**src/rtl/obrfe_pkg.sv**
```systemverilog
`timescale 1ns / 1ps
`default_nettype none
// ----------------------------------------------------------------------------
// obrfe_pkg
// shared constants, payload types and helpers for the overwriting byte ring
// ----------------------------------------------------------------------------
package obrfe_pkg;

  localparam int RING_ENTRIES = 64;
  localparam int PTR_W        = $clog2(RING_ENTRIES);
  localparam int CAP_W        = 6;
  localparam int BYTE_W       = 8;
  localparam int CMD_W        = 2;
  localparam int STS_W        = 2;

  localparam logic [CAP_W-1:0] CAP_RESET = CAP_W'(63);

  // command codes
  localparam logic [CMD_W-1:0] CMD_PUSH  = CMD_W'(0);
  localparam logic [CMD_W-1:0] CMD_POP   = CMD_W'(1);
  localparam logic [CMD_W-1:0] CMD_FRAME = CMD_W'(2);

  // status codes
  localparam logic [STS_W-1:0] STS_PUSHED = STS_W'(0);
  localparam logic [STS_W-1:0] STS_BYTE   = STS_W'(1);
  localparam logic [STS_W-1:0] STS_ERROR  = STS_W'(2);

  // frame characters
  localparam logic [BYTE_W-1:0] CH_DOLLAR = 8'h24;
  localparam logic [BYTE_W-1:0] CH_HASH   = 8'h23;
  localparam logic [BYTE_W-1:0] CH_C      = 8'h43;
  localparam logic [BYTE_W-1:0] CH_O      = 8'h4F;
  localparam logic [BYTE_W-1:0] CH_M      = 8'h4D;
  localparam logic [BYTE_W-1:0] CH_MINUS  = 8'h2D;
  localparam logic [BYTE_W-1:0] CH_COMMA  = 8'h2C;
  localparam logic [BYTE_W-1:0] CH_DOT    = 8'h2E;
  localparam logic [BYTE_W-1:0] CH_ZERO   = 8'h30;
  localparam logic [BYTE_W-1:0] CH_NINE   = 8'h39;

  typedef struct packed {
    logic [CMD_W-1:0]  command;
    logic [BYTE_W-1:0] data_in;
  } obrfe_in_t;

  typedef struct packed {
    logic [STS_W-1:0]  status;
    logic [BYTE_W-1:0] data_out;
    logic              last;
  } obrfe_out_t;

  typedef struct packed {
    logic              we;
    logic              re;
    logic [PTR_W-1:0]  addr;
    logic [BYTE_W-1:0] wdata;
  } obrfe_mem_req_t;

  function automatic logic frame_byte_ok(input logic [BYTE_W-1:0] b);
    logic digit;
    digit = (b >= CH_ZERO) && (b <= CH_NINE);
    return digit || (b == CH_DOLLAR) || (b == CH_C) || (b == CH_O) ||
           (b == CH_M) || (b == CH_MINUS) || (b == CH_COMMA) ||
           (b == CH_HASH) || (b == CH_DOT);
  endfunction

  // wrap_idx is the highest index in use
  function automatic logic [PTR_W-1:0] ring_adv(input logic [PTR_W-1:0] p,
                                                input logic [PTR_W-1:0] wrap_idx);
    return (p >= wrap_idx) ? '0 : p + PTR_W'(1);
  endfunction

  function automatic obrfe_out_t make_out(input logic [STS_W-1:0]  status,
                                          input logic [BYTE_W-1:0] data,
                                          input logic              last);
    obrfe_out_t o;
    o.status   = status;
    o.data_out = data;
    o.last     = last;
    return o;
  endfunction

endpackage
`default_nettype wire

```
**src/rtl/obrfe_ram.sv**
```systemverilog
`timescale 1ns / 1ps
`default_nettype none
// ----------------------------------------------------------------------------
// obrfe_ram
// single-port byte memory, registered read
// ----------------------------------------------------------------------------
module obrfe_ram (
  input  wire logic                        clk,
  input  wire obrfe_pkg::obrfe_mem_req_t   req,
  output logic [obrfe_pkg::BYTE_W-1:0]     rdata
);
  import obrfe_pkg::*;

  logic [BYTE_W-1:0] mem [RING_ENTRIES];

  always_ff @(posedge clk) begin
    if (req.we) begin
      mem[req.addr] <= req.wdata;
    end
    if (req.re) begin
      rdata <= mem[req.addr];
    end
  end

endmodule
`default_nettype wire

```
**src/rtl/overwriting_byte_ring_with_frame_extract_core.sv**
```systemverilog
`timescale 1ns / 1ps
`default_nettype none
// ----------------------------------------------------------------------------
// overwriting_byte_ring_with_frame_extract_core
// receive byte ring that drops its oldest byte when full, with pop and
// dollar-to-hash frame extraction
// ----------------------------------------------------------------------------
// results: push results and empty-ring or unused-command errors enter the result
//   register in the accept cycle; a pop reads memory, then loads its byte in ST_POP
// frame: each scanned byte passes ST_SCAN_RD and ST_SCAN_CHK, each emitted byte
//   ST_EMIT_RD and ST_EMIT_CHK; no item is taken meanwhile
// throughput: one push per cycle while results are taken and no capacity write waits
// reset: pointers cleared, capacity 63, result register empty; the byte memory
//   is not cleared (only written entries are ever read)
module overwriting_byte_ring_with_frame_extract_core (
  input  wire logic                       clk,
  input  wire logic                       rst,
  // item input
  input  wire logic                       in_valid,
  output logic                            in_ready,
  input  wire obrfe_pkg::obrfe_in_t       in_item,
  // result output
  output logic                            out_valid,
  input  wire logic                       out_ready,
  output obrfe_pkg::obrfe_out_t           out_item,
  // capacity register write
  input  wire logic                       cfg_valid,
  output logic                            cfg_ready,
  input  wire logic [obrfe_pkg::CAP_W-1:0] cfg_data
);
  import obrfe_pkg::*;

  typedef enum logic [2:0] {
    ST_IDLE,
    ST_POP,
    ST_SCAN_RD,
    ST_SCAN_CHK,
    ST_EMIT_RD,
    ST_EMIT_CHK
  } state_t;

  localparam logic [PTR_W-1:0] EMIT_MAX = PTR_W'(RING_ENTRIES - 1);

  state_t            state;
  logic [CAP_W-1:0]  capacity;
  logic [PTR_W-1:0]  wp;          // write pointer
  logic [PTR_W-1:0]  rp;          // read pointer
  logic [PTR_W-1:0]  scan_ptr;    // scan position during a frame search
  logic              seen_dollar;
  logic [PTR_W-1:0]  emit_cnt;    // frame bytes already emitted

  logic [PTR_W-1:0]  wrap_idx;
  logic              out_free;
  logic              out_load;    // a result enters the result register
  logic              in_acc;
  logic              cfg_acc;
  logic              ring_empty;
  logic              emit_stop;
  logic [PTR_W-1:0]  wp_adv;
  logic [PTR_W-1:0]  rp_adv;
  logic [PTR_W-1:0]  scan_adv;

  obrfe_mem_req_t    mem_req;
  logic [BYTE_W-1:0] mem_rdata;

  obrfe_ram u_ram (
    .clk   (clk),
    .req   (mem_req),
    .rdata (mem_rdata)
  );

  // ring length is capacity+1, saturated to the memory depth
  always_comb begin
    if (int'(capacity) >= RING_ENTRIES - 1) begin
      wrap_idx = PTR_W'(RING_ENTRIES - 1);
    end else begin
      wrap_idx = PTR_W'(capacity);
    end
  end

  assign wp_adv   = ring_adv(wp, wrap_idx);
  assign rp_adv   = ring_adv(rp, wrap_idx);
  assign scan_adv = ring_adv(scan_ptr, wrap_idx);

  assign ring_empty = (wp == rp);
  assign emit_stop  = ring_empty || (emit_cnt == EMIT_MAX);

  // result register may be loaded when empty or being drained this cycle
  assign out_free  = !out_valid || out_ready;
  assign cfg_ready = (state == ST_IDLE);
  // a pending register write goes first
  assign in_ready  = (state == ST_IDLE) && out_free && !cfg_valid;
  assign in_acc    = in_valid && in_ready;
  assign cfg_acc   = cfg_valid && cfg_ready;

  // cycles in which the state machine loads a new result
  always_comb begin
    out_load = 1'b0;
    unique case (state)
      ST_IDLE: begin
        // pop and frame on a non-empty ring answer later
        out_load = in_acc && !((in_item.command == CMD_POP ||
                                in_item.command == CMD_FRAME) && !ring_empty);
      end
      ST_POP:      out_load = out_free;
      ST_SCAN_RD:  out_load = (scan_ptr == wp) && out_free;
      ST_EMIT_RD:  out_load = emit_stop && out_free;
      ST_EMIT_CHK: out_load = out_free;
      default:     out_load = 1'b0;
    endcase
  end

  // memory port: push write, pop read, scan read, emit read
  always_comb begin
    mem_req       = '0;
    mem_req.wdata = in_item.data_in;
    unique case (state)
      ST_IDLE: begin
        if (in_acc && in_item.command == CMD_PUSH) begin
          mem_req.we   = 1'b1;
          mem_req.addr = wp;
        end else if (in_acc && in_item.command == CMD_POP && !ring_empty) begin
          mem_req.re   = 1'b1;
          mem_req.addr = rp;
        end
      end
      ST_SCAN_RD: begin
        if (scan_ptr != wp) begin
          mem_req.re   = 1'b1;
          mem_req.addr = scan_ptr;
        end
      end
      ST_EMIT_RD: begin
        if (!emit_stop) begin
          mem_req.re   = 1'b1;
          mem_req.addr = rp;
        end
      end
      default: begin
        mem_req.re = 1'b0;
      end
    endcase
  end

  always_ff @(posedge clk) begin
    if (rst) begin
      state       <= ST_IDLE;
      capacity    <= CAP_RESET;
      wp          <= '0;
      rp          <= '0;
      out_valid   <= 1'b0;
      seen_dollar <= 1'b0;
      emit_cnt    <= '0;
    end else begin
      // a drained result leaves unless a new one takes its place
      if (out_ready && !out_load) begin
        out_valid <= 1'b0;
      end
      unique case (state)
        ST_IDLE: begin
          if (cfg_acc) begin
            // a zero capacity is ignored
            if (cfg_data != '0) begin
              capacity <= cfg_data;
              wp       <= '0;
              rp       <= '0;
            end
          end else if (in_acc) begin
            case (in_item.command)
              CMD_PUSH: begin
                // full ring: drop the oldest byte
                if (wp_adv == rp) begin
                  rp <= rp_adv;
                end
                wp        <= wp_adv;
                out_valid <= 1'b1;
                out_item  <= make_out(STS_PUSHED, '0, 1'b1);
              end
              CMD_POP: begin
                if (ring_empty) begin
                  out_valid <= 1'b1;
                  out_item  <= make_out(STS_ERROR, '0, 1'b1);
                end else begin
                  state <= ST_POP;
                end
              end
              CMD_FRAME: begin
                if (ring_empty) begin
                  out_valid <= 1'b1;
                  out_item  <= make_out(STS_ERROR, '0, 1'b1);
                end else begin
                  scan_ptr    <= rp;
                  seen_dollar <= 1'b0;
                  emit_cnt    <= '0;
                  state       <= ST_SCAN_RD;
                end
              end
              default: begin
                // unused command
                out_valid <= 1'b1;
                out_item  <= make_out(STS_ERROR, '0, 1'b1);
              end
            endcase
          end
        end
        ST_POP: begin
          if (out_free) begin
            out_valid <= 1'b1;
            out_item  <= make_out(STS_BYTE, mem_rdata, 1'b1);
            rp        <= rp_adv;
            state     <= ST_IDLE;
          end
        end
        ST_SCAN_RD: begin
          if (scan_ptr == wp) begin
            // no complete frame; read pointer moves made so far stay
            if (out_free) begin
              out_valid <= 1'b1;
              out_item  <= make_out(STS_ERROR, '0, 1'b1);
              state     <= ST_IDLE;
            end
          end else begin
            state <= ST_SCAN_CHK;
          end
        end
        ST_SCAN_CHK: begin
          if (mem_rdata == CH_DOLLAR) begin
            seen_dollar <= 1'b1;
            rp          <= scan_ptr;
            scan_ptr    <= scan_adv;
            state       <= ST_SCAN_RD;
          end else if (mem_rdata == CH_HASH && seen_dollar) begin
            // frame found: read pointer sits on its opening dollar
            state <= ST_EMIT_RD;
          end else begin
            scan_ptr <= scan_adv;
            state    <= ST_SCAN_RD;
          end
        end
        ST_EMIT_RD: begin
          if (emit_stop) begin
            if (out_free) begin
              out_valid <= 1'b1;
              out_item  <= make_out(STS_ERROR, '0, 1'b1);
              state     <= ST_IDLE;
            end
          end else begin
            state <= ST_EMIT_CHK;
          end
        end
        ST_EMIT_CHK: begin
          if (out_free) begin
            out_valid <= 1'b1;
            rp        <= rp_adv;
            if (!frame_byte_ok(mem_rdata)) begin
              // bad byte is consumed and ends the frame
              out_item <= make_out(STS_ERROR, '0, 1'b1);
              state    <= ST_IDLE;
            end else if (mem_rdata == CH_HASH) begin
              out_item <= make_out(STS_BYTE, mem_rdata, 1'b1);
              state    <= ST_IDLE;
            end else begin
              out_item <= make_out(STS_BYTE, mem_rdata, 1'b0);
              emit_cnt <= emit_cnt + PTR_W'(1);
              state    <= ST_EMIT_RD;
            end
          end
        end
        default: begin
          state <= ST_IDLE;
        end
      endcase
    end
  end

  // pointers never leave the ring
  assert property (@(posedge clk) disable iff (rst)
    (wp <= wrap_idx) && (rp <= wrap_idx))
    else $error("ring pointer beyond ring length");

  // a push always leaves the ring non-empty
  assert property (@(posedge clk) disable iff (rst)
    (in_valid && in_ready && in_item.command == CMD_PUSH) |=> (wp != rp))
    else $error("ring empty after push");

  // capacity is never zero
  assert property (@(posedge clk) disable iff (rst)
    capacity != '0)
    else $error("zero capacity");

  // result register is never overwritten while it still holds a result
  assert property (@(posedge clk) disable iff (rst)
    (out_valid && !out_ready) |=> out_valid && $stable(out_item))
    else $error("pending result overwritten");

endmodule
`default_nettype wire

```
**config.mk**
```make
export PLATFORM = sky130hd
export DESIGN_NAME = overwriting_byte_ring_with_frame_extract_core
export DESIGN_NICKNAME = d
export VERILOG_FILES = /design/src/rtl/obrfe_pkg.sv /design/src/rtl/obrfe_ram.sv /design/src/rtl/overwriting_byte_ring_with_frame_extract_core.sv
export SDC_FILE = /design/constraint.sdc
export NUM_CORES = 1
export LEC_CHECK = 0
export ABC_AREA = 1
export ABC_CLOCK_PERIOD_IN_PS = 4700
export BUFFER_PORTS_ARGS = -buffer_cell sky130_fd_sc_hd__buf_2
export CORE_MARGIN = 10
export CORE_UTILIZATION = 55
export DETAILED_ROUTE_END_ITERATION = 10
export PLACE_DENSITY = 0.71
export SKIP_CTS_REPAIR_TIMING = 1
export SYNTH_ARGS = -nofsm -noshare
export SYNTH_HDL_FRONTEND = slang
export SYNTH_SLANG_ARGS = --single-unit
```
**constraint.sdc**
```tcl
create_clock -name clk -period 4.7 [get_ports clk]
set_input_delay 0.235 -clock clk [delete_from_list [all_inputs] [get_ports clk]]
set_output_delay 0.235 -clock clk [all_outputs]
set_load 0.005 [all_outputs]
```
# Yosys cells after proc, flatten, opt, wreduce, memory -nomap -nowiden
# Memories as Yosys holds them, arrays and structs flattened. A register that Yosys moved wholly into a read port is not among the register bits.
# Index checks and enable logic that the tools add are counted.
totals:
  output_inout_bits: 14
  mem_bits_rw: 512
  in_bits: 21
  mem_count: 1
  reg_bits: 46
  wordCells: 197
classes:
  reduce_logical: 49
  eq_ne: 42
  bitwise_logic: 1
  order_cmp: 6
  n_mux: 83
  addsub: 4
memory_table:
  columns: ["name", "depth", "width", "rd", "rd_clocked_by_memory_dff", "wr", "line_no", "rtl"]
  rows:
  - ["u_ram.mem", 64, 8, 1, 1, 1, "obrfe_ram.sv:14", "logic [BYTE_W-1:0] mem [RING_ENTRIES];"]
ops:
  columns: ["op", "n"]
  rows:
  - ["$mux W6", 28]
  - ["$mux W11", 9]
  - ["$pmux W11 S5", 1]
  - ["$eq A8 B6 Y1 const B", 5]
  - ["$mux W3", 12]
  - ["$pmux W6 S3", 2]
  - ["$add A6 B1 Y6 const B", 4]
  - ["$eq A8 B7 Y1 const B", 3]
  - ["$pmux W6 S2", 2]
  - ["$pmux W11 S2", 1]
  - ["$mux W7", 3]
  - ["$mux W1", 19]
  - ["$eq A6 B6 Y1", 3]
  - ["$ge A6 B6 Y1", 3]
  - ["$ne A2 B2 Y1 const B", 9]
  - ["$pmux W3 S6", 1]
  - ["$logic_and A1 B1 Y1", 14]
  - ["$reduce_and A7 Y1", 2]
  - ["$ne A3 B1 Y1 const B", 4]
  - ["$reduce_and A6 Y1", 2]
  - ["$logic_or A1 B1 Y1", 11]
  - ["$ne A3 B3 Y1 const B", 3]
  - ["$reduce_and A9 Y1", 1]
  - ["$ge A8 B6 Y1 const B", 1]
  - ["27 further kinds", 42]

# Longest topological paths before layout
logic_depth:
  ltp_word: 15
  depth_mapped: 22

# By module
# Synthesis repeated with hierarchy kept, for this count alone.
hier_totals:
  cells_unflattened: 2692
  area_unflattened_um2: 25657.1
modules_own_cells:
  columns: ["module", "cells_each", "area_per_inst_um2", "n_inst", "seq_area_each_um2"]
  rows:
  - ["obrfe_ram", 2170, 22063.7, 1, 15615.0]
  - ["overwriting_byte_ring_with_frame_extract_core", 522, 3593.4, 1, 1091.0]

# Worst setup path before layout
# Ideal clock, no wire load.
synth_path:
  kind: "reg2reg"
  startpoint: "register state[2]"
  endpoint: "memory u_ram.mem[62][0], enable pin"
  path_stages_with_launch: 14
  t_arrival_ns: 2.641
  required_ns: 4.305
  slack_ns: 1.664
  path_cell_list: "dfxtp_1 -> nor2_1 -> nand3_1 -> nor2_2 -> nand2_1 -> nor2_1 -> nand3_2 -> nand2_4 -> a21oi_2 -> nor2_1 -> buf_4 -> buf_4 -> inv_1 -> nor4_1"
synth_via:
  elab_chain_len: 9
  word_cells_on_any_way: 16
synth_lines:
  columns: ["item", "line_no", "rtl"]
  rows:
  - ["start, declared", "overwriting_byte_ring_with_frame_extract_core.sv:44", "state_t state;"]
  - ["start signal, assigned", "overwriting_byte_ring_with_frame_extract_core.sv:147", "state <= ST_IDLE;"]
  - ["start signal, assigned", "overwriting_byte_ring_with_frame_extract_core.sv:184", "state <= ST_POP;"]
  - ["start signal, assigned", "overwriting_byte_ring_with_frame_extract_core.sv:195", "state <= ST_SCAN_RD;"]
  - ["$logic_not A3 Y1 (*)", "overwriting_byte_ring_with_frame_extract_core.sv:92", "assign in_ready = (state == ST_IDLE) && out_free && !cfg_valid;"]
  - ["$logic_and A1 B1 Y1 (*) (2 in a row)", "overwriting_byte_ring_with_frame_extract_core.sv:92", null]
  - ["net in_ready", "overwriting_byte_ring_with_frame_extract_core.sv:20", "output logic in_ready,"]
  - ["$logic_and A1 B1 Y1 (*)", "overwriting_byte_ring_with_frame_extract_core.sv:93", "assign in_acc = in_valid && in_ready;"]
  - ["$logic_and A1 B1 Y1 (on tied branches)", "overwriting_byte_ring_with_frame_extract_core.sv:122, overwriting_byte_ring_with_frame_extract_core.sv:119", null]
  - ["$logic_and A1 B1 Y1 / $mux W1 (equally long branches)", "overwriting_byte_ring_with_frame_extract_core.sv:122, overwriting_byte_ring_with_frame_extract_core.sv:119", null]
  - ["$mux W7 / $mux W1 (equally long branches)", "overwriting_byte_ring_with_frame_extract_core.sv:122, overwriting_byte_ring_with_frame_extract_core.sv:117", null]
  - ["$mux W6 / $mux W1 (equally long branches)", "overwriting_byte_ring_with_frame_extract_core.sv:119, obrfe_ram.sv:17", null]
  - ["$pmux W6 S3 / $mux W1 (equally long branches)", "overwriting_byte_ring_with_frame_extract_core.sv:117, obrfe_ram.sv:18", null]
  - ["end, declared", "obrfe_ram.sv:14", null]
# Mark *: on every way through the listed nets, which the timed path passes. The rest lies on a longest branch.

# Final worst setup path
layout_path:
  startpoint: "register wp[3]"
  endpoint: "register u_ram.rdata[0] (netlist bit) (read register of u_ram.mem), data pin"
layout_via:
  elab_chain_len: 6
  word_cells_on_any_way: 12
layout_lines:
  columns: ["item", "line_no", "rtl"]
  rows:
  - ["start, declared", "overwriting_byte_ring_with_frame_extract_core.sv:46", "logic [PTR_W-1:0] wp;"]
  - ["start signal, assigned", "overwriting_byte_ring_with_frame_extract_core.sv:175", "wp <= wp_adv;"]
  - ["$eq A6 B6 Y1", "overwriting_byte_ring_with_frame_extract_core.sv:85", "assign ring_empty = (wp == rp);"]
  - ["$logic_not A1 Y1", "overwriting_byte_ring_with_frame_extract_core.sv:122", "end else if (in_acc && in_item.command == CMD_POP && !ring_empty) begin"]
  - ["$logic_and A1 B1 Y1", "overwriting_byte_ring_with_frame_extract_core.sv:122", null]
  - ["$mux W7", "overwriting_byte_ring_with_frame_extract_core.sv:122", null]
  - ["$mux W6 / $mux W1 (equally long branches)", "overwriting_byte_ring_with_frame_extract_core.sv:119", "if (in_acc && in_item.command == CMD_PUSH) begin"]
  - ["$pmux W6 S3 / $pmux W1 S3 (equally long branches)", "overwriting_byte_ring_with_frame_extract_core.sv:117", "unique case (state)"]
  - ["end, declared", "obrfe_ram.sv:10", "output logic [obrfe_pkg::BYTE_W-1:0] rdata"]
# Parallel ways exist; a longest one is shown, timed or not.
# A chain may end at the register's enable or synchronous reset.

==> reports/metrics.cfg <==
[run_status]
status = finished, final reports clean

[floorplan]
height_of_the_die_um = 232
chipWidth_um = 232
num_io_pins = 35
die_area_mm2 = 0.0539
rows = 77
initial_utilization_pct = 55.8
core_area_mm2 = 0.0443

[hold_path]
hold_path_class = in -> reg
worstHoldPathCells = 2
hold-path-endpoint = seen_dollar
hold_start = rst

[logic_synthesis]
synth.top_cells.by_count = sky130_fd_sc_hd__nand2_1 (1183), sky130_fd_sc_hd__edfxtp_1 (537), sky130_fd_sc_hd__nor2_1 (166)
ys_types = 42
synthMostInstantiatedCell = sky130_fd_sc_hd__nand2_1
synthArstFlopShare_pct = 0
yosys_top_cell_by_area = sky130_fd_sc_hd__edfxtp_1
synth.avg_cell_area_um2 = 10.2
postSynthRegisterBits = 566
syn_inst = 2416
ys_warn_count = 0
synth_area_mm2 = 0.0247
synth.top_cells.by_area = sky130_fd_sc_hd__edfxtp_1 (65%), sky130_fd_sc_hd__nand2_1 (18%), sky130_fd_sc_hd__nor2_1 (2.5%)
postSynth.topFlopCell = sky130_fd_sc_hd__edfxtp_1
seq_area_frac_synth_pct = 67.5
syn_nets = 2459
post_synth_top_area_share_pct = 65.2
synth-edff-count = 537

[route]
detailedRoute.firstIterationViolations = 1954
remaining_drc_errors = 0
final_antenna_net_count = 0
wl_met3_um = 5650
drt_pass1_iterations = 6
m1WireLength_um = 25800
sum_of_routed_wire_length_over_all_layers_um = 63200
met2RoutedLength_um = 29400
routed.top_layer = met4
detail_route.wl_per_cell_um = 20.2
post_drt_via_cell_ratio = 5.61
vias = 17600

[power]
p_per_area_mw_per_mm2 = 376
leakagePower_nw = 10.9
worst_ir_drop_vdd_uv = 309

[sta]
finalSetupTns_ns = 0
fin_crit_share_pct = 84.2
finalHoldViolCount = 0
finalWorstPathRequiredPeriod_ns = 3.96
tightest_slew_ns = 1.21
setup_repair_after_global_routing_missed_its_margin = false
relSlewSlack_pct = 18.9
fin_worst_skew_ns = 0.0175
max_freq_mhz = 253
report.final.slew_viol_count = 0
setup_viol = 0

[placement]
placedCellCount = 3028
count_of_buffers_from_port_buffering = 34
globalplace.congestion = 0.937
place.detailed.hpwl_um = 38700

[clock_network]
clk_path_buf_depth = 3
cts-root-buf = sky130_fd_sc_hd__clkbuf_16
cts.clk_slew.worst_paths_ns = 0.06
cts_max_level = 2
cts_inserted_buffers = 55
tritoncts = yes
sink_count_of_the_clock_tree = 566
clk_latency_worst_skew_pair_ns = 0.62

[finish]
area_growth_pct = 11.8
layout-drive-gt1-share_pct = 9.32
design.final.nets = 2542
finish.cell_count_without_fillers = 3137
filler_cell_count = 3562

[critical_path]
timing.critical_path.from = wp[3]
worstReg2RegEnd = u_ram.rdata[0]
timing.setup.critical_path_class = reg -> reg
worstReg2RegStart = wp[3]
r2r_slack_ns = 0.74
setup.worst_path.start_class = flip-flop
worstPathRequired_ns = 5.04
crit_fanout = 150
crit_path_end_kind = flip-flop
worst-r2r-cell-count = 18
worstPathArrival_ns = 4.30

[grt]
antenna_violations_before_repair = 0
grt_max_degree = 151
grt_first_pass_wirelength_um = 97600
grt_overflow = 0
global_route.usage.total_pct = 23.3
number_of_global_route_vias_before_repair = 16900

[run]
max-cap-violations = 0

registers in the layout, indices dropped and copies added, names as in the netlist:
name and count:
out_item 11, seen_dollar 1, u_ram.mem 512, state 3, capacity 6, out_valid 1, u_ram.rdata 8, scan_ptr 6
emit_cnt 6, rp 6, wp 6
worst max-delay path: stages, from the launching register on:
cell	delay [ns]
sky130_fd_sc_hd__dfxtp_1	0.49
sky130_fd_sc_hd__inv_1	0.20
sky130_fd_sc_hd__nand2_1	0.10
sky130_fd_sc_hd__nand2_1	0.07
sky130_fd_sc_hd__nor2_1	0.15
sky130_fd_sc_hd__nand3_2	0.22
sky130_fd_sc_hd__nand3_2	0.18
sky130_fd_sc_hd__nand2_4	0.13
sky130_fd_sc_hd__nand2_4	0.38
sky130_fd_sc_hd__nand2_8	0.20
sky130_fd_sc_hd__buf_12	0.27
sky130_fd_sc_hd__nand2_1	0.17
sky130_fd_sc_hd__nand2_1	0.10
sky130_fd_sc_hd__nand2_1	0.06
sky130_fd_sc_hd__nand4_1	0.17
sky130_fd_sc_hd__nand2_1	0.17
sky130_fd_sc_hd__nand2_1	0.06
sky130_fd_sc_hd__nor2_1	0.19
sky130_fd_sc_hd__nand2_1	0.14
metal layers:
metal / vias up / track usage [%]
li1: 8246 / -
met1: 8354 / 31.8
met2: 834 / 36.5
met3: 164 / 3.66
met4: 0 / 10.5
met5: - / 0
area by class of cell:
type                            instances  area, um2  share of cell area (%)
Antenna cell                            1       2.50                 0.00905
Clock buffer                           72       1440                    5.21
Multi-Input combinational cell       1663       7180                    26.0
Tap cell                              592        741                    2.68
Inverter                               88        330                    1.19
Sequential cell                       566      16700                    60.4
Clock inverter                         30        332                    1.20
Timing Repair Buffer                  125        921                    3.33
metrics by stage:
stage | power (mW) | area (um2) | setup WS (ns) | hold WS [ns] | utilization, %
4_1_cts | 10.4 | 27600 | 0.852 | -0.174 | 62.3
6_report | 10.4 | 27700 | 0.743 | 0.00494 | 62.4
5_1_grt | 10.7 | 27700 | 0.530 | 0.00310 | 62.4
3_5_place_dp | 6.08 | 25800 | 0.854 | 0.464 | 58.3
3_3_place_gp | 6.08 | 25800 | 0.883 | 0.456 | 58.3
2_1_floorplan | 5.89 | 24700 | 1.66 | 0.313 | -
layout by cell type, fill, tap and decap left out, drive strengths merged, types with 5 or more instances in the layout:
master	Yosys	layout
a21oi	37	37
ha	22	22
nand2	1186	1186
nand3b	5	5
o21ai	44	44
nor4	5	5
bufinv	0	7
o211ai	8	8
nor3	15	15
nand3	70	70
buf	82	119
inv	88	90
clkinv	0	21
edfxtp	537	537
dfxtp	29	29
nand4	51	51
xor2	15	15
nor2	173	173
o22ai	7	7
dlygate4sd3	0	6
clkbuf	17	72
report_power, final:
group	switching (mW)	total, mW	internal [mW]
clock	1.86	4.40	2.54
combinational	0.313	0.421	0.108
sequential	0.0256	5.56	5.54
total	2.20	10.4	8.19
worst max-delay path by stage:
stage	slack, ns	end	cells after the start
after floorplan	1.66	u_ram.mem[62][0]	13
final	0.74	u_ram.rdata[0]	18
after global routing	0.53	u_ram.mem[25][3]	12
after detailed placement	0.85	u_ram.rdata[7]	20
after global placement	0.88	u_ram.rdata[7]	20
after CTS	0.85	u_ram.rdata[7]	20
kinds of logic after synthesis:
family | count (synthesis) | synth area share, %
flops | 566 | 67.5
simple gates | 1510 | 24.4
xor+xnor | 16 | 0.566
fa+ha+maj | 22 | 1.11
compound gates | 115 | 2.79
buf+inv | 187 | 3.62
(Power assumes the default switching activity.)
